<file path="src/rtl/instruction_miss_line_buffer_macros.svh">
// assertion helpers used by the rtl top module
`ifndef INSTRUCTION_MISS_LINE_BUFFER_MACROS_SVH
`define INSTRUCTION_MISS_LINE_BUFFER_MACROS_SVH

// same-cycle implication, checked outside reset
`define IMLB_ASSERT_NOW(lbl, ante, cons, msg) \
  lbl: assert property (@(posedge clk) disable iff (rst) (ante) |-> (cons)) \
    else $error(msg);

// next-cycle implication, checked outside reset
`define IMLB_ASSERT_NEXT(lbl, ante, cons, msg) \
  lbl: assert property (@(posedge clk) disable iff (rst) (ante) |=> (cons)) \
    else $error(msg);

`endif

</file>
<file path="src/rtl/imlb_pkg.sv">
package imlb_pkg;

  localparam int IMLB_LINES = 8;
  localparam int LINE_WORDS = 4;
  localparam int LANE_W     = 2;

  localparam int IN_W  = 72;
  localparam int OUT_W = 72;

  localparam logic [31:0] STEP_W1 = 32'h4;
  localparam logic [31:0] STEP_W2 = 32'h8;
  localparam logic [31:0] STEP_W3 = 32'hC;

  typedef enum logic [1:0] {
    KIND_HIT  = 2'd0,
    KIND_FWD  = 2'd1,
    KIND_FILL = 2'd2
  } kind_t;

  typedef enum logic {
    ACT_REQ  = 1'b0,
    ACT_FILL = 1'b1
  } action_t;

  typedef enum logic [2:0] {
    ST_IDLE,
    ST_SCAN,
    ST_RD,
    ST_WORD,
    ST_ONE
  } state_t;

  // strobes from the controller to the line store
  typedef struct packed {
    logic row_rd;
    logic word_rd;
    logic wr;
  } store_ctl_t;

endpackage

</file>
<file path="src/rtl/instruction_miss_line_buffer.sv">
// instruction miss line buffer
// s_* carries items from the cores and from memory: tuser is the action
// (0 core request, 1 fill beat), tlast marks the final beat of a fill burst.
// m_* carries results: tuser is the kind (0 hit word, 1 forward to memory,
// 2 fill word passed to the core), tlast marks the last result of an item.
// one item is worked at a time. after acceptance the lines are scanned one
// per cycle from line 0 through the address store read port, stopping at the
// first full match or after the last line. a miss or a fill beat then yields
// its single result from ST_ONE; a hit reads the data store once per word
// (ST_RD, then ST_WORD), up to four words, and none for a zero burst.
// reset clears the fill pointer and the per-word valid bits, so no clearing
// pass is needed and the block takes requests right away.
// a finished result sits in the output register until taken; the next item
// is accepted meanwhile, and the block only waits when a new result is due
// while the output register is still full.
`include "instruction_miss_line_buffer_macros.svh"

module instruction_miss_line_buffer import imlb_pkg::*; #(
  parameter int LINES = IMLB_LINES,
  localparam int LW = (LINES > 1) ? $clog2(LINES) : 1
) (
  input  logic             clk,
  input  logic             rst,
  input  logic             s_tvalid,
  output logic             s_tready,
  // requester[2:0], line_address[34:3], burst_length[37:35],
  // beat_index[39:38], fill_word[71:40]
  input  logic [IN_W-1:0]  s_tdata,
  input  logic             s_tuser,  // action
  input  logic             s_tlast,  // final_beat
  output logic             m_tvalid,
  input  logic             m_tready,
  // target_core[2:0], out_address[34:3], out_burst[37:35],
  // word_data[69:38], zero[71:70]
  output logic [OUT_W-1:0] m_tdata,
  output logic [1:0]       m_tuser,  // kind
  output logic             m_tlast   // last_word
);

  state_t state, state_next;

  // captured item
  action_t                     act;
  logic [2:0]                  core;
  logic [LINE_WORDS-1:0][31:0] adr;
  logic [2:0]                  burst;
  logic [2:0]                  n;
  logic [LANE_W-1:0]           beat;
  logic [31:0]                 fword;
  logic                        fin;

  logic [LW-1:0]     cnt;
  logic [LW-1:0]     match_row;
  logic [LANE_W-1:0] k;
  logic [LW-1:0]     fill_ptr;

  store_ctl_t                  ctl;
  logic [LW-1:0]               rd_row;
  logic [LINE_WORDS-1:0][31:0] row_addr;
  logic [LINE_WORDS-1:0]       row_vld;
  logic [31:0]                 word_data;

  logic        row_hit;
  logic        last_line;
  logic        word_last;
  logic        out_free;
  logic        out_load;
  logic        s_accept;
  kind_t       res_kind;
  logic [31:0] res_addr;
  logic [2:0]  res_burst;
  logic [31:0] res_data;
  logic        res_last;

  logic [31:0] in_addr;
  logic [2:0]  in_burst;

  assign in_addr  = s_tdata[34:3];
  assign in_burst = s_tdata[37:35];
  assign s_accept = s_tvalid && s_tready;
  assign out_free = !m_tvalid || m_tready;

  always_comb begin
    row_hit = &row_vld;
    for (int w = 0; w < LINE_WORDS; w++) begin
      row_hit = row_hit && (row_addr[w] == adr[w]);
    end
  end

  assign last_line = (cnt == LW'(LINES - 1));
  assign word_last = (({1'b0, k} + 3'd1) == n);

  imlb_store #(.LINES(LINES)) u_store (
    .clk       (clk),
    .rst       (rst),
    .ctl       (ctl),
    .rd_row    (rd_row),
    .word_idx  ({match_row, k}),
    .wr_row    (fill_ptr),
    .wr_lane   (beat),
    .wr_addr   (adr[beat]),
    .wr_data   (fword),
    .row_addr  (row_addr),
    .row_vld   (row_vld),
    .word_data (word_data)
  );

  always_comb begin
    state_next = state;
    s_tready   = 1'b0;
    ctl        = '0;
    rd_row     = '0;
    out_load   = 1'b0;
    res_kind   = KIND_HIT;
    res_addr   = '0;
    res_burst  = '0;
    res_data   = '0;
    res_last   = 1'b0;
    unique case (state)
      ST_IDLE: begin
        s_tready = 1'b1;
        if (s_tvalid) begin
          ctl.row_rd = 1'b1;
          state_next = ST_SCAN;
        end
      end
      ST_SCAN: begin
        if (row_hit) begin
          if (act == ACT_FILL) begin
            state_next = ST_ONE;
          end else if (n == 3'd0) begin
            state_next = ST_IDLE;
          end else begin
            state_next = ST_RD;
          end
        end else if (last_line) begin
          // line absent: a fill beat lands under the fill pointer
          ctl.wr     = (act == ACT_FILL);
          state_next = ST_ONE;
        end else begin
          ctl.row_rd = 1'b1;
          rd_row     = cnt + LW'(1);
        end
      end
      ST_RD: begin
        ctl.word_rd = 1'b1;
        state_next  = ST_WORD;
      end
      ST_WORD: begin
        res_kind = KIND_HIT;
        res_data = word_data;
        res_last = word_last;
        if (out_free) begin
          out_load   = 1'b1;
          state_next = word_last ? ST_IDLE : ST_RD;
        end
      end
      ST_ONE: begin
        res_last = 1'b1;
        if (act == ACT_FILL) begin
          res_kind = KIND_FILL;
          res_data = fword;
        end else begin
          res_kind  = KIND_FWD;
          res_addr  = adr[0];
          res_burst = burst;
        end
        if (out_free) begin
          out_load   = 1'b1;
          state_next = ST_IDLE;
        end
      end
      default: state_next = ST_IDLE;
    endcase
  end

  always_ff @(posedge clk) begin
    if (rst) begin
      state <= ST_IDLE;
    end else begin
      state <= state_next;
    end
  end

  always_ff @(posedge clk) begin
    if (s_accept) begin
      act    <= action_t'(s_tuser);
      core   <= s_tdata[2:0];
      adr[0] <= in_addr;
      adr[1] <= in_addr + STEP_W1;
      adr[2] <= in_addr + STEP_W2;
      adr[3] <= in_addr + STEP_W3;
      burst  <= in_burst;
      n      <= (in_burst > 3'd4) ? 3'd4 : in_burst;
      beat   <= s_tdata[39:38];
      fword  <= s_tdata[71:40];
      fin    <= s_tlast;
      cnt    <= '0;
    end else if (ctl.row_rd) begin
      cnt <= cnt + LW'(1);
    end
    if (state == ST_SCAN && row_hit) begin
      match_row <= cnt;
      k         <= '0;
    end else if (out_load && state == ST_WORD) begin
      k <= k + LANE_W'(1);
    end
  end

  always_ff @(posedge clk) begin
    if (rst) begin
      fill_ptr <= '0;
    end else if (ctl.wr && fin) begin
      fill_ptr <= (fill_ptr == LW'(LINES - 1)) ? '0 : fill_ptr + LW'(1);
    end
  end

  always_ff @(posedge clk) begin
    if (rst) begin
      m_tvalid <= 1'b0;
    end else if (out_load) begin
      m_tvalid <= 1'b1;
    end else if (m_tready) begin
      m_tvalid <= 1'b0;
    end
  end

  always_ff @(posedge clk) begin
    if (out_load) begin
      m_tdata <= {2'b00, res_data, res_burst, res_addr, core};
      m_tuser <= res_kind;
      m_tlast <= res_last;
    end
  end

  `IMLB_ASSERT_NOW(a_load_free, out_load, !m_tvalid || m_tready, "result overwrote a pending one")
  `IMLB_ASSERT_NOW(a_wr_on_miss, ctl.wr, !row_hit && last_line && act == ACT_FILL, "write on hit")
  `IMLB_ASSERT_NEXT(a_ptr_hold, !(ctl.wr && fin), $stable(fill_ptr), "fill pointer moved")
  `IMLB_ASSERT_NEXT(a_accept_scan, s_accept, state == ST_SCAN, "accept did not start a scan")

endmodule

</file>
<file path="src/rtl/imlb_store.sv">
module imlb_store import imlb_pkg::*; #(
  parameter int LINES = IMLB_LINES,
  localparam int LW = (LINES > 1) ? $clog2(LINES) : 1
) (
  input  logic                              clk,
  input  logic                              rst,
  input  store_ctl_t                        ctl,
  input  logic [LW-1:0]                     rd_row,
  input  logic [LW+LANE_W-1:0]              word_idx,
  input  logic [LW-1:0]                     wr_row,
  input  logic [LANE_W-1:0]                 wr_lane,
  input  logic [31:0]                       wr_addr,
  input  logic [31:0]                       wr_data,
  output logic [LINE_WORDS-1:0][31:0]       row_addr,
  output logic [LINE_WORDS-1:0]             row_vld,
  output logic [31:0]                       word_data
);

  // address store is one row per line so a whole line compares at once
  logic [LINE_WORDS-1:0][31:0] addr_mem [LINES];
  logic [31:0]                 data_mem [LINES*LINE_WORDS];
  logic [LINES-1:0][LINE_WORDS-1:0] vld;

  always_ff @(posedge clk) begin
    if (ctl.wr) begin
      addr_mem[wr_row][wr_lane] <= wr_addr;
      data_mem[{wr_row, wr_lane}] <= wr_data;
    end
    if (ctl.row_rd) begin
      row_addr <= addr_mem[rd_row];
      row_vld  <= vld[rd_row];
    end
    if (ctl.word_rd) begin
      word_data <= data_mem[word_idx];
    end
  end

  always_ff @(posedge clk) begin
    if (rst) begin
      vld <= '0;
    end else if (ctl.wr) begin
      vld[wr_row][wr_lane] <= 1'b1;
    end
  end

endmodule
</file>
<file path="config.mk">
export PLATFORM = sky130hd
export DESIGN_NAME = instruction_miss_line_buffer
export DESIGN_NICKNAME = d
export VERILOG_FILES = /design/src/rtl/imlb_pkg.sv /design/src/rtl/instruction_miss_line_buffer.sv /design/src/rtl/imlb_store.sv
export VERILOG_INCLUDE_DIRS = /design/src /design/src/rtl
export SDC_FILE = /design/constraint.sdc
export NUM_CORES = 2
export LEC_CHECK = 0
export BUFFER_PORTS_ARGS = -buffer_cell sky130_fd_sc_hd__buf_4
export CAP_MARGIN = 30
export CORE_MARGIN = 1
export CORE_UTILIZATION = 42
export CTS_CLUSTER_DIAMETER = 50
export DETAILED_ROUTE_END_ITERATION = 7
export PLACE_DENSITY = 0.57
export SETUP_SLACK_MARGIN = 0.1
export SYNTH_ARGS = -nofsm -noshare
export SYNTH_HDL_FRONTEND = slang
export SYNTH_HIERARCHICAL = 1
export SYNTH_SLANG_ARGS = --single-unit
</file>
<file path="constraint.sdc">
create_clock -name clk -period 15.8 [get_ports clk]
set_input_delay 3.16 -clock clk [delete_from_list [all_inputs] [get_ports clk]]
set_output_delay 3.16 -clock clk [all_outputs]
set_load 0.02 [all_outputs]
</file>
## Word level (Yosys, flattened, before mapping)

Memory sizes are Yosys's and may differ from the RTL's. A register that Yosys moved wholly into a read port is not among the register bits.
Index checks and enable logic that the tools add are counted.

- Add/subtract/negate cells: 7
- $mul: 0
- Divide/modulo/power cells: 0
- $lt $le $gt $ge: 6
- Equality and inequality tests: 15
- Shift-type cells: 0
- Muxes and demuxes: 43
- Bitwise operators: 2
- Reductions and logical operators: 19

Operators with widths:

| cell | count |
|---|---|
| == test 32 bit | 4 |
| two-way mux 128 bit | 1 |
| two-way mux 32 bit | 3 |
| adder 32 x 4 -> 32 bit, second input constant | 2 |
| binary-select mux 32 bit (select 2 bit) | 1 |
| demux 32 bit (select 2 bit) | 1 |
| one-hot mux 32 bit (2 select lines) | 1 |
| adder 32 x 3 -> 32 bit, second input constant | 1 |
| bitwise OR 32 bit | 1 |
| two-way mux 3 bit | 10 |
| two-way mux 1 bit | 15 |
| one-hot mux 3 bit (5 select lines) | 1 |
| binary-select mux 4 bit (select 3 bit) | 1 |
| demux 4 bit (select 3 bit) | 1 |
| logical AND 1 bit | 10 |
| == test 3 bit, second input constant | 3 |
| < comparator 3 x 4 -> 1 bit, second input constant | 2 |
| two-way mux 4 bit | 2 |
| AND reduction 4 bit | 2 |
| adder 3 x 1 -> 3 bit, second input constant | 2 |
| == test 3 x 2 -> 1 bit, second input constant | 2 |
| logical NOT 3 bit | 2 |
| two-way mux 2 bit | 3 |
| inequality test 2 bit, second input constant | 3 |
| other kinds (16) | 18 |

- Register bits after elaboration: 297
- Bits in latches: 0
- Memory bits (writable): 2048
- ROM bits: 0
- Input bits: 78
- Output and inout bits: 77
- Memories kept: 2

Memories:

| memory | words | bits a word | rd ports | clocked after memory_dff | wr ports | line | RTL |
|---|---|---|---|---|---|---|---|
| u_store.addr_mem | 8 | 128 | 1 | 1 | 1 | imlb_store.sv:20 | `logic [LINE_WORDS-1:0][31:0] addr_mem [LINES];` |
| u_store.data_mem | 32 | 32 | 1 | 1 | 1 | imlb_store.sv:21 | `logic [31:0] data_mem [LINES*LINE_WORDS];` |

## Depth between registers and ports, before layout

- Word-level depth: 9
- Mapped depth: 14
- Mapped depth without buffers: 10

## Cells and area by module

Netlist, hierarchy kept.

Modules (own cells, without submodules):

| module | times used | cells each | area an instance (sq um) | seq. area each (sq um) |
|---|---|---|---|---|
| imlb_store | 1 | 4027 | 84947.7 | 67064.3 |
| instruction_miss_line_buffer | 1 | 899 | 12289.3 | 7477.2 |

## Least setup slack after synthesis

No wires, ideal clock.

- Path kind: input -> register
- From: input port s_tvalid
- To: register act, enable pin
- Library setup time: 0.517 ns
- Arrival: 6.481 ns
- Required time: 15.283 ns
- Setup slack: 8.802 ns
- Cell stages on the path: 2
- Buffers on the path: 0
- Path through: nand2_1 > inv_1

- Longest elaborated chain between the ends: 1

Ends and longest elaborated chain:

| item | line | RTL |
|---|---|---|
| from (decl) | instruction_miss_line_buffer.sv:24 | `input logic s_tvalid,` |
| logical AND 1 bit | instruction_miss_line_buffer.sv:80 | `assign s_accept = s_tvalid && s_tready;` |
| named net s_accept | instruction_miss_line_buffer.sv:68 | `logic s_accept;` |
| to (signal assigned) | instruction_miss_line_buffer.sv:187 | `act <= action_t'(s_tuser);` |
| to (decl) | instruction_miss_line_buffer.sv:43 | `action_t act;` |

The timed path passes the listed nets, and every way through them passes these cells.
A chain may end at the register's enable or synchronous reset.

## Worst setup path in the final report

- From: register adr[1] (netlist name)
- To: register u_store/row_addr[45] (netlist name), read port of u_store.addr_mem, data pin

- Longest elaborated chain between the ends: 7
- Elaborated cells on any way between the ends: 9
- Those cells by class: eq/ne: 1; mux: 4; reduce/logical: 4

Ends and longest elaborated chain:

| item | line | RTL |
|---|---|---|
| from (decl) | instruction_miss_line_buffer.sv:45 | `logic [LINE_WORDS-1:0][31:0] adr;` |
| == test 32 bit | instruction_miss_line_buffer.sv:86 | `row_hit = row_hit && (row_addr[w] == adr[w]);` |
| logical AND 1 bit (4 in series) | instruction_miss_line_buffer.sv:86 |  |
| two-way mux 3 bit | instruction_miss_line_buffer.sv:128 | `if (row_hit) begin` |
| two-way mux 3 bit | instruction_miss_line_buffer.sv:119 | `unique case (state)` |
| named net rd_row[0] | instruction_miss_line_buffer.sv:58 | `logic [LW-1:0] rd_row;` |
| to (decl) | imlb_store.sv:14 | `output logic [LINE_WORDS-1:0][31:0] row_addr,` |

The timed path passes the listed nets, and every way through them passes these cells.

==> flow_summary.json <==
{
  "viasPerCell": 5.76,
  "drt-initial-drc-count": 5354,
  "synth_area_leaders": "edfxtp_1 (76%), mux2i_1 (5.3%), mux4_2 (3.8%)",
  "drive_gt1_share_pct": 19.9,
  "clkSinkCount": 2497,
  "grt_pass1_vias": 48200,
  "final_nets": 5332,
  "clock_path_buffers": 4,
  "synthCells": 4926,
  "worst_pin_slew_ps": 1060,
  "synth-main-ff-cell": "edfxtp_1",
  "leakagePower_nw": 37.1,
  "grt_overflow": 0,
  "cts_resized": 0,
  "holdCritPathClass": "reg -> reg",
  "numCtsBuffers": 294,
  "num_io_pins": 155,
  "grt_max_degree": 131,
  "min_period_over_period_pct": 35.6,
  "cpPeakStageDelay_ps": 790,
  "power_frac_clock_pct": 35.0,
  "port_buffers": 152,
  "max_slew_margin_pct": 29.4,
  "p_comb_share_pct": 18.1,
  "fill_cells": 18900,
  "rsz0062_at_grt": "false",
  "worstSkewPairLatency_ps": 940,
  "cp-end-kind": "flip-flop",
  "cp.required_ps": 16450,
  "synth.most_common_cell": "edfxtp_1",
  "hold_viol_final": 0,
  "die_area_um2": 233000,
  "synth_common_cells": "edfxtp_1 (2453), mux2i_1 (517), nor2_1 (174), mux4_2 (163), nand2_1 (154)",
  "max_freq_mhz": 178,
  "wirelength_um": 265000,
  "start_util_pct": 42.3,
  "finalSetupViolations": 0,
  "areaGrowthSynthToFinish_pct": 14.6,
  "syn_area_per_cell_um2": 19.7,
  "power.switching_mw": 4.92,
  "multi_input_comb_area_um2": 21700,
  "crit_fanout": 45,
  "rows": 176,
  "finClkSkew_ps": 68.7,
  "yosysWarnings": 6,
  "ys_seq_elements": 2497,
  "fin_tns_setup_ps": 0,
  "cp_cell_sequence": "buf_4 > xor2_1 > nor4_1 > nand4_1 > nor3_1 > nand4_2 > nand2_2 > nor2_4 > buf_4 > buf_4 > buf_4 > mux4_1 > mux2_2",
  "dr.pass1.iters": 6,
  "post_cts_buffers": 0,
  "slew_violations": 0,
  "grt_pass1_wl_um": 370000,
  "synth_edf_count": 2453,
  "drcViolationCount": 0,
  "htreeDepth": 5,
  "sequentialPowerShare_pct": 46.9,
  "core-area_um2": 230000,
  "critPathArrivalTime_ps": 6280,
  "syn_area_um2": 97200,
  "postCtsHoldBufs": 0,
  "path_buf_inv": 4,
  "wl_per_cell_um": 31.3,
  "ant_nets": 0,
  "whs_ps": 420,
  "antenna_found_initial": 19,
  "cp_common_cell": "buf_4",
  "clk_pin_slew_worst_paths_ps": 60,
  "synth_top_cell_area_share_pct": 75.8,
  "dieWidth_um": 483,
  "ir_worst_vdd_v": 0.000107,
  "status": "completed",
  "globalplace.congestion": 0.906,
  "dp_hpwl_um": 141000,
  "finalCriticalPeriod_ps": 5630,
  "async_reset_ff_share_pct": 0,
  "track_usage_pct": 22.5,
  "die_h_um": 483,
  "cts-root-buf": "clkbuf_16",
  "critPathTopFamily": "buffers and inverters",
  "power_density_nw_per_um2": 161,
  "crit_path_start_kind": "flip-flop",
  "p_int_mw": 13.1,
  "ys_types": 62,
  "num_vias": 48900,
  "path_class": "reg -> reg",
  "switching_share_pct": 27.3,
  "cts_tree": "done",
  "yosys.area.top_type": "edfxtp_1",
  "seqCellArea_um2": 74500,
  "yosysSeqAreaShare_pct": 76.7,
  "maxCapViolCount": 0,
  "slowest_stage": "buf_4"
}
stage by stage:
step | util, % | worst slack, ps | power, mW | cell area [µm²] | cells
after global routing | 48.4 | 9800 | 18.6 | 111000 | 8478
final | 48.4 | 10170 | 18.0 | 111000 | 8478
after detailed placement | 44.5 | 9800 | 11.8 | 102000 | 7965
after global placement | 44.4 | 9760 | 11.8 | 102000 | 7954
after CTS | 48.3 | 10080 | 18.1 | 111000 | 8467
after floorplan | - | 8800 | 10.8 | 97200 | 4927
final cells by class:
type,instances,area share [%]
clock buffers,341,6.85
well taps,3026,3.40
diodes,1,0.00224
inverters,26,0.0943
repair buffers,287,2.22
flip-flops and latches,2497,66.9
multi-input cells,2139,19.5
clock inverters,161,1.10
layout by cell type (no fill, tap or decap), types with 25 or more instances in the layout:
master,Yosys,layout
clkinv_2,0,39
xnor2_1,68,68
mux2_2,133,133
edfxtp_1,2453,2453
mux4_1,130,130
dfxtp_1,44,43
clkbuf_16,0,299
clkbuf_1,125,42
nor2_1,174,105
nand3_1,114,113
buf_4,29,265
nor3_1,47,46
a21oi_1,100,100
a22o_1,98,98
nand2_1,154,152
mux2i_1,517,517
mux4_2,163,163
xor2_1,127,127
clkinv_1,0,63
inv_1,26,25
a31oi_1,32,32
a22oi_1,96,96
nor2_4,0,69
and2_1,37,36
cells by family after synthesis:
group                      share of synthesized area [%]
muxes                                               14.2
adders and majority gates                          0.116
AOI/OAI and AO/OA                                   2.57
buffers and inverters                               1.63
other                                            0.00386
xor gates and xnor gates                            1.76
DFF                                                 76.7
and+or+nand+nor                                     3.11
registers in the layout (all words and copies together) (netlist names), 2 cells and up:
signal and flops:
u_store/word_data 32, u_store/row_vld 4, m_tdata 70, core 3
u_store/vld 32, beat 2, u_store/addr_mem 1024, m_tuser 2
burst 3, u_store/row_addr 128, k 2, fword 32
state 3, n 3, fill_ptr 3, match_row 3
cnt 3, u_store/data_mem 1024, adr 120
power by group through the flow:
stage / Combinational [mW] / Clock [mW] / Sequential [mW]
after floorplan: 2.37 / 0 / 8.43
after global placement: 3.21 / 0 / 8.57
after detailed placement: 3.25 / 0 / 8.58
after CTS: 3.26 / 6.40 / 8.45
after global routing: 3.46 / 6.63 / 8.47
final: 3.25 / 6.30 / 8.44
metal layers:
layer	share of wire [%]	GRT usage (%)
met1	41	30.2
met2	50	37.6
met3	6.2	3.41
met4	3.0	7.11
met5	0.043	0
final timing paths:
kind / from / to / slack, ps / cells after the start
max: adr[1] / u_store/row_addr[45] / 10170 / 13
min: core[2] / m_tdata[2] / 420 / 0
max reg2reg: adr[1] / u_store/row_addr[45] / 10170 / 13
min reg2reg: core[2] / m_tdata[2] / 420 / 0
Power figures use the tool's default switching activity.
